[src/rtl/utf8d_pkg.sv]
// Shared types and constants for the UTF-8 byte decoder.
`timescale 1ns / 1ps

package utf8d_pkg;

  localparam int unsigned ByteW = 8;
  localparam int unsigned CodeW = 21;
  localparam int unsigned StatW = 3;

  localparam logic [CodeW-1:0] ReplResetVal = 21'h00FFFD;

  typedef enum logic [StatW-1:0] {
    ST_IDLE   = 3'd0,
    ST_ACCEPT = 3'd1,
    ST_REJECT = 3'd2,
    ST_EXP1   = 3'd3,
    ST_EXP2   = 3'd4,
    ST_EXP3   = 3'd5
  } parse_state_t;

  typedef struct packed {
    parse_state_t     state;
    logic [CodeW-1:0] accum;
  } dec_state_t;

  typedef struct packed {
    parse_state_t     status;
    logic [CodeW-1:0] char_out;
  } dec_res_t;

endpackage

[src/rtl/utf8_byte_decoder_core.sv]
// Top level of the byte-serial UTF-8 decoder.
//
//   port group  dir  handshake            payload
//   in_*        in   in_valid/in_ready    in_byte_in[7:0], in_restart
//   out_*       out  out_valid/out_ready  out_status[2:0], out_char_out[20:0]
//   cfg_*       in   cfg_valid/cfg_ready  cfg_data[20:0] (replacement char)
//
// One request per cycle unless out_ready stalls the result register.
// The parse state advances when a request moves from the input register to
// the result register, through one level of byte decode logic.
// Synchronous active-low reset: idle state, accumulator zero, replacement U+FFFD.
// A stalled result holds; the input register still takes one more request.
`timescale 1ns / 1ps

module utf8_byte_decoder_core (
  input  logic                       clk,
  input  logic                       rst_n,
  input  logic                       in_valid,
  output logic                       in_ready,
  input  logic [utf8d_pkg::ByteW-1:0] in_byte_in,
  input  logic                       in_restart,
  output logic                       out_valid,
  input  logic                       out_ready,
  output logic [utf8d_pkg::StatW-1:0] out_status,
  output logic [utf8d_pkg::CodeW-1:0] out_char_out,
  input  logic                       cfg_valid,
  output logic                       cfg_ready,
  input  logic [utf8d_pkg::CodeW-1:0] cfg_data
);
  import utf8d_pkg::*;

  logic             stg_vld;
  logic [ByteW-1:0] stg_byte;
  logic             stg_restart;
  logic             out_free;
  logic             advance;
  logic [CodeW-1:0] repl_r;
  dec_state_t       dec_r;
  dec_state_t       dec_nxt;
  dec_res_t         dec_res;

  assign cfg_ready = 1'b1;
  assign advance   = stg_vld && out_free;

  always_ff @(posedge clk) begin
    if (!rst_n) begin
      repl_r <= ReplResetVal;
    end else if (cfg_valid && cfg_ready) begin
      repl_r <= cfg_data;
    end
  end

  always_ff @(posedge clk) begin
    if (!rst_n) begin
      dec_r.state <= ST_IDLE;
      dec_r.accum <= '0;
    end else if (advance) begin
      dec_r <= dec_nxt;
    end
  end

  utf8d_in_stage u_in (
    .clk        (clk),
    .rst_n      (rst_n),
    .in_valid   (in_valid),
    .in_ready   (in_ready),
    .in_byte_in (in_byte_in),
    .in_restart (in_restart),
    .take       (advance),
    .vld        (stg_vld),
    .byte_q     (stg_byte),
    .restart_q  (stg_restart)
  );

  utf8d_step u_step (
    .byte_q    (stg_byte),
    .restart_q (stg_restart),
    .cur       (dec_r),
    .repl_char (repl_r),
    .nxt       (dec_nxt),
    .res       (dec_res)
  );

  utf8d_out_stage u_out (
    .clk          (clk),
    .rst_n        (rst_n),
    .load         (advance),
    .res          (dec_res),
    .free         (out_free),
    .out_valid    (out_valid),
    .out_ready    (out_ready),
    .out_status   (out_status),
    .out_char_out (out_char_out)
  );

endmodule

[src/rtl/utf8d_in_stage.sv]
// Input register stage holding one accepted request.
`timescale 1ns / 1ps

module utf8d_in_stage (
  input  logic                       clk,
  input  logic                       rst_n,
  input  logic                       in_valid,
  output logic                       in_ready,
  input  logic [utf8d_pkg::ByteW-1:0] in_byte_in,
  input  logic                       in_restart,
  input  logic                       take,
  output logic                       vld,
  output logic [utf8d_pkg::ByteW-1:0] byte_q,
  output logic                       restart_q
);
  import utf8d_pkg::*;

  logic             vld_r;
  logic             vld_nxt;
  logic [ByteW-1:0] byte_r;
  logic             restart_r;

  assign in_ready = !vld_r || take;
  assign vld_nxt  = in_ready ? in_valid : vld_r;

  always_ff @(posedge clk) begin
    if (!rst_n) begin
      vld_r <= 1'b0;
    end else begin
      vld_r <= vld_nxt;
    end
  end

  always_ff @(posedge clk) begin
    if (in_valid && in_ready) begin
      byte_r    <= in_byte_in;
      restart_r <= in_restart;
    end
  end

  assign vld       = vld_r;
  assign byte_q    = byte_r;
  assign restart_q = restart_r;

endmodule

[src/rtl/utf8d_step.sv]
// Next-state and character logic for one byte or restart request.
`timescale 1ns / 1ps

module utf8d_step (
  input  logic [utf8d_pkg::ByteW-1:0] byte_q,
  input  logic                       restart_q,
  input  utf8d_pkg::dec_state_t      cur,
  input  logic [utf8d_pkg::CodeW-1:0] repl_char,
  output utf8d_pkg::dec_state_t      nxt,
  output utf8d_pkg::dec_res_t        res
);
  import utf8d_pkg::*;

  logic is_cont;

  assign is_cont = (byte_q[7:6] == 2'b10);

  always_comb begin
    nxt = cur;
    if (restart_q) begin
      nxt.state = ST_IDLE;
    end else begin
      case (cur.state)
        ST_IDLE, ST_ACCEPT, ST_REJECT: begin
          if (byte_q[7:1] == 7'b1100000) begin
            nxt.state = ST_REJECT;
          end else if (!byte_q[7]) begin
            nxt.accum = {13'd0, byte_q};
            nxt.state = ST_ACCEPT;
          end else if (is_cont) begin
            nxt.state = ST_IDLE;
          end else if (byte_q[7:5] == 3'b110) begin
            nxt.accum = {10'd0, byte_q[4:0], 6'd0};
            nxt.state = ST_EXP1;
          end else if (byte_q[7:4] == 4'b1110) begin
            nxt.accum = {5'd0, byte_q[3:0], 12'd0};
            nxt.state = ST_EXP2;
          end else if (byte_q[7:3] == 5'b11110) begin
            nxt.accum = {byte_q[2:0], 18'd0};
            nxt.state = ST_EXP3;
          end else begin
            nxt.state = ST_REJECT;
          end
        end
        ST_EXP3: begin
          nxt.accum = cur.accum | {3'd0, byte_q[5:0], 12'd0};
          nxt.state = is_cont ? ST_EXP2 : ST_REJECT;
        end
        ST_EXP2: begin
          nxt.accum = cur.accum | {9'd0, byte_q[5:0], 6'd0};
          nxt.state = is_cont ? ST_EXP1 : ST_REJECT;
        end
        ST_EXP1: begin
          nxt.accum = cur.accum | {15'd0, byte_q[5:0]};
          nxt.state = is_cont ? ST_ACCEPT : ST_REJECT;
        end
        default: begin
          nxt.state = ST_REJECT;
        end
      endcase
    end
  end

  assign res.status   = nxt.state;
  assign res.char_out = (nxt.state == ST_ACCEPT) ? nxt.accum : repl_char;

endmodule

[src/rtl/utf8d_out_stage.sv]
// Result register stage for decoded status and character.
`timescale 1ns / 1ps

module utf8d_out_stage (
  input  logic                       clk,
  input  logic                       rst_n,
  input  logic                       load,
  input  utf8d_pkg::dec_res_t        res,
  output logic                       free,
  output logic                       out_valid,
  input  logic                       out_ready,
  output logic [utf8d_pkg::StatW-1:0] out_status,
  output logic [utf8d_pkg::CodeW-1:0] out_char_out
);
  import utf8d_pkg::*;

  logic     vld_r;
  logic     vld_nxt;
  dec_res_t res_r;

  assign free    = !vld_r || out_ready;
  assign vld_nxt = load || (vld_r && !out_ready);

  always_ff @(posedge clk) begin
    if (!rst_n) begin
      vld_r <= 1'b0;
    end else begin
      vld_r <= vld_nxt;
    end
  end

  always_ff @(posedge clk) begin
    if (load) begin
      res_r <= res;
    end
  end

  assign out_valid    = vld_r;
  assign out_status   = res_r.status;
  assign out_char_out = res_r.char_out;

endmodule
[config.mk]
export PLATFORM = sky130hd
export DESIGN_NAME = utf8_byte_decoder_core
export DESIGN_NICKNAME = d
export VERILOG_FILES = /design/src/rtl/utf8d_pkg.sv /design/src/rtl/utf8_byte_decoder_core.sv /design/src/rtl/utf8d_in_stage.sv /design/src/rtl/utf8d_step.sv /design/src/rtl/utf8d_out_stage.sv
export SDC_FILE = /design/constraint.sdc
export NUM_CORES = 1
export LEC_CHECK = 0
export BUFFER_PORTS_ARGS = -buffer_cell sky130_fd_sc_hd__buf_2
export CORE_AREA = 2 2 84 86
export CTS_CLUSTER_DIAMETER = 30
export DETAILED_ROUTE_END_ITERATION = 10
export DIE_AREA = 0 0 86 88
export PLACE_DENSITY = 0.82
export SYNTH_ARGS = -nofsm -noshare
export SYNTH_HDL_FRONTEND = slang
export SYNTH_SLANG_ARGS = --single-unit
[constraint.sdc]
create_clock -name clk -period 6.47 [get_ports clk]
set_input_delay 0.3235 -clock clk [delete_from_list [all_inputs] [get_ports clk]]
set_output_delay 0.3235 -clock clk [all_outputs]
set_load 0.02 [all_outputs]
# == Yosys cells after proc, flatten, opt, wreduce, memory -nomap -nowiden ==
# Cells that the tools add are included.
# word_totals
reg_bits,80
output_inout_bits,27
word_cells,51
inputBits,35
# op_classes
n_bitwise,3
mux,17
reduce_logical,11
n_eq_ne,11
# ops
operator,n
$mux 21,5
$pmux 21 s4,1
$mux 24,3
$or 21x12->21,1
$or 21x18->21,1
$or 21x6->21,1
$mux 3,5
$pmux 3 s4,1
$eq 3x3->1 const B,3
$eq 7x7->1 const B,1
$eq 3x1->1 const B,2
$eq 3x2->1 const B,2
$eq 5x5->1 const B,1
$eq 4x4->1 const B,1
$logic_and 1x1->1,3
$logic_not 1->1,3
$logic_not 3->1,1
$logic_or 1x1->1,3
$reduce_or 3->1,1
$eq 2x2->1 const B,1
$mux 2,1
$mux 1,1

# == Longest topological paths before layout ==
# logic_depth
ltp_word,11
mapped_depth,8
depth_no_buf,6

# == Modules after synthesis ==
# Synthesis repeated with hierarchy kept, for this count alone.
# unflattened
hier_cells,406
area_unflattened_um2,4225.3
# modules_own_cells
mod,area_each_um2,instances,seq_area_each_um2,cells_each
utf8_byte_decoder_core,1780.5,1,900.9,182
utf8d_step,1347.5,1,0.0,182
utf8d_out_stage,769.5,1,740.7,28
utf8d_in_stage,327.8,1,290.3,14

# == Least setup slack after synthesis ==
# No wires, ideal clock.
# synth_path
kind,reg-to-reg
startpoint,"reg u_out.vld_r, in the netlist u_out.out_valid"
endpoint,reg dec_r[12] (netlist name)
path_stages_with_launch,7
setup_ps,117
t_required_ps,6353
arrival_time_ps,2088
synth_period_minus_slack_ps,2205
path_slack_ps,4265
n_path_buf,1
cell_sequence,dfxtp_1 nor2b_1 nand2b_1 inv_1 clkbuf_1 nand2_1 a32o_1
# synth_between
elab_chain_len,3
# synth_rtl
element,line_no,text
"start, declared",utf8d_out_stage.sv:17,logic vld_r;
"start signal, assigned",utf8d_out_stage.sv:28,vld_r <= vld_nxt;
$logic_not 1->1,utf8d_out_stage.sv:21,assign free = !vld_r || out_ready;
$logic_or 1x1->1,utf8d_out_stage.sv:21,
$logic_and 1x1->1,utf8_byte_decoder_core.sv:43,assign advance = stg_vld && out_free;
via advance,utf8_byte_decoder_core.sv:36,logic advance;
"end signal, assigned",utf8_byte_decoder_core.sv:58,dec_r <= dec_nxt;
"end, declared",utf8_byte_decoder_core.sv:38,dec_state_t dec_r;
# The timed path passes the listed nets, and every way through them passes these cells.
# A chain may end at the register's enable or synchronous reset.

==> run summary <==
Internal Power = 0.7928 mW
worst min path class = input port to register
combinational family with the most area after synthesis = compound AO/OA/AOI/OAI gates
most frequent cells in the layout = buf_2 (60), dfxtp_1 (47), nand2_1 (34), edfxtp_1 (33), mux2i_1 (23)
Seq pwr share = 53.9%
first-pass GRT wire length = 14150 um
CTS tree = yes
Worst-Skew Late Latency = 0.35 ns
area share of the largest cell type after synthesis = 25.49%
outcome = finished clean
gr usage total = 24.08%
Starting Density = 58.51%
Slew HR = 38.43%
CTS Buf Count = 9
Worst Hold Depth = 1
Post-CTS Resized = 0
Net Switching = 0.2787 mW
Post-CTS Hold Fix Bufs = 0
Final Core Density = 65.10%
fin crit share = 40.32%
Clock Tree Buf Depth = 2
Final nets = 430
hold path start = in_byte_in[2]
antenna cells = 0
via count = 2854
final setup TNS = 0 ns
Most used DFF post-synth = dfxtp_1
core area = 0.006644 sq mm
final hold vios = 0
cell taking the most area after synthesis = edfxtp_1
fillers = 549
DR iter-0 viols = 190
Yosys cell types = 64
Synth Instances = 352
Required @ worst endpoint = 6.57 ns
WS Path Type = register to register
DR pass1 iterations = 4
Reg2Reg Capture Point = u_out.out_char_out[20]$_DFFE_PP_
total power = 1.071 mW
Synth Area in Adders = 0%
crit path capture type = register
RSZ-0062 raised after global routing = no
synthesized cell area = 0.003887 sq mm
io pins = 62
max cap viols = 0
H-tree levels = 3
Multi-input gate area = 0.001757 sq mm
post-synthesis sequential area ratio = 49.69%
Die W = 86 um
area growth from synthesis to layout = 11.26%
Buffers on Ports = 60
sw frac = 26.01%
Avg Cell Area, Syn = 11.04 sq um
layout cells sized above 1 = 28.25%
cell row count = 30
initial antenna violation count = 0
Via density = 5.946
vias in the first global route = 2886
clock sinks = 80
Worst Reg-to-Reg Cells = 6
Synth Area in XOR/XNOR = 0%
R2R Setup Slk = 3.86 ns
syn nets = 387
post-synthesis register bit count = 80
Post-synth EDFFs = 33
Max Slew Vio Count = 0
crit path max fanout = 21
max frequency = 0.3834 GHz
top post-synthesis cells by area = edfxtp_1 (25%), dfxtp_1 (24%), mux2i_1 (5.9%)
yosys warns = 0
Finish-stage setup viols = 0
CP arrival = 2.71 ns
multiplexer area fraction after synthesis = 12.01%
setup bufs post-CTS = 0
Reg clk slew, reported paths = 0.08 ns
Worst Hold Endpoint = u_in.byte_q[2]$_DFFE_PP_
reg-to-reg startpoint = u_in.byte_q[6]$_DFFE_PP_
compound-cell area share of the yosys netlist = 19.83%
drc violations = 0
DR WL/cell = 17.61 um
Peak VDD IR = 156.3 uV
worst slew pin tran = 0.9181 ns
die span in y = 88 um
Placer Congestion = 0.8956
CP startpoint = u_in.byte_q[6]$_DFFE_PP_
combinational share of power = 12.7%
largest net degree at the start of global routing = 40
leakage power = 1.743 nW
clk_skew = 0.01317 ns
register area = 0.001932 sq mm
critical path launch point type = register
Routed Antenna Nets = 0
commonest non-fill, non-tap cell in the layout = buf_2
Clk pwr share = 33.4%
DRT Wirelength = 8454 um
asr flop ratio synth = 0%
placed wire-length estimate = 5902 um
fin crit period = 2.609 ns
Power Dens Cells = 247.7 mW/mm^2
Synth Area in Simple Gates = 13.26%
die area = 0.007568 sq mm
grt ovf = 0
CTS root buf = clkbuf_8
-- state kept, by name (all words and copies together) (netlist names) --
register	cells
u_out.out_status	3
u_in.byte_q	8
u_in.restart_q	1
u_out.out_char_out	21
u_in.vld	1
repl_r	21
u_out.out_valid	1
dec_r	24
-- worst max-delay path by stage --
stage	end	cells after the start
6_report	u_out.out_char_out[20]$_DFFE_PP_	6
5_1_grt	u_out.out_char_out[20]$_DFFE_PP_	6
4_1_cts	u_out.out_char_out[20]$_DFFE_PP_	6
3_5_place_dp	u_out.out_char_out[20]$_DFFE_PP_	6
3_3_place_gp	u_out.out_char_out[20]$_DFFE_PP_	6
2_1_floorplan	dec_r[12]$_SDFFE_PN0P_	6
-- worst max-delay path, cell delays in order (launching register included) --
cell and delay, ns:
edfxtp_1 0.61, nand2b_1 0.26, o32ai_1 0.40, o31ai_4 0.14, nor3b_4 0.20, buf_4 0.36, mux2_2 0.39
-- through the flow --
stage,instance area (sq um),instances,setup WS (ns),hold slack [ns]
2_1_floorplan,3887,352,4.265,0.4224
5_1_grt,4325,480,3.703,0.1426
3_3_place_gp,4138,464,3.886,0.4463
6_report,4325,480,3.861,0.1515
4_1_cts,4325,480,3.857,0.1441
3_5_place_dp,4138,464,3.865,0.4566
-- cell usage after synthesis, drive strengths merged (3+ instances only) --
library cell  instances
dfxtp                47
nand2                34
edfxtp               33
mux2i                23
o21ai                21
a22o                 18
clkbuf               17
mux2                 16
buf                  13
nor2                 12
nor2b                12
a21oi                11
inv                   9
o211ai                8
and2                  7
a31oi                 6
nand2b                6
a32o                  5
a211oi                4
a21boi                4
nor3                  4
and3                  3
nor4                  3
o21a                  3
-- final cells by class --
| class | count | share of cell area, % |
|---|---|---|
| Clock inverter | 6 | 1.388 |
| Multi-Input combinational cell | 233 | 40.61 |
| Sequential cell | 80 | 44.66 |
| Tap cell | 80 | 2.314 |
| Clock buffer | 10 | 2.951 |
| Inverter | 9 | 0.7810 |
| Timing Repair Buffer | 62 | 7.290 |
-- layer usage --
layer / GRT usage [%] / vias to the layer above / wire length [um]
met5: 0 / - / 0
met4: 6.349 / 0 / 142
met3: 5.278 / 10 / 429
met2: 40.17 / 92 / 4092
met1: 31.92 / 1361 / 3790
li1: - / 1391 / -
-- logic make-up (layout without fill, tap and decap cells) --
group / after synthesis / in the layout
compound gates: 98 / 98
simple gates: 95 / 95
flops: 80 / 80
mux: 39 / 39
buf+inv: 39 / 87
other cells: 1 / 1
-- power by group through the flow --
stage	clock network, mW	logic (mW)	registers, mW
4_1_cts	0.361	0.137	0.577
6_report	0.358	0.136	0.578
3_5_place_dp	0	0.136	0.589
2_1_floorplan	0	0.102	0.586
5_1_grt	0.385	0.149	0.581
3_3_place_gp	0	0.133	0.588
Note: power is estimated with default switching activity, not from simulation.
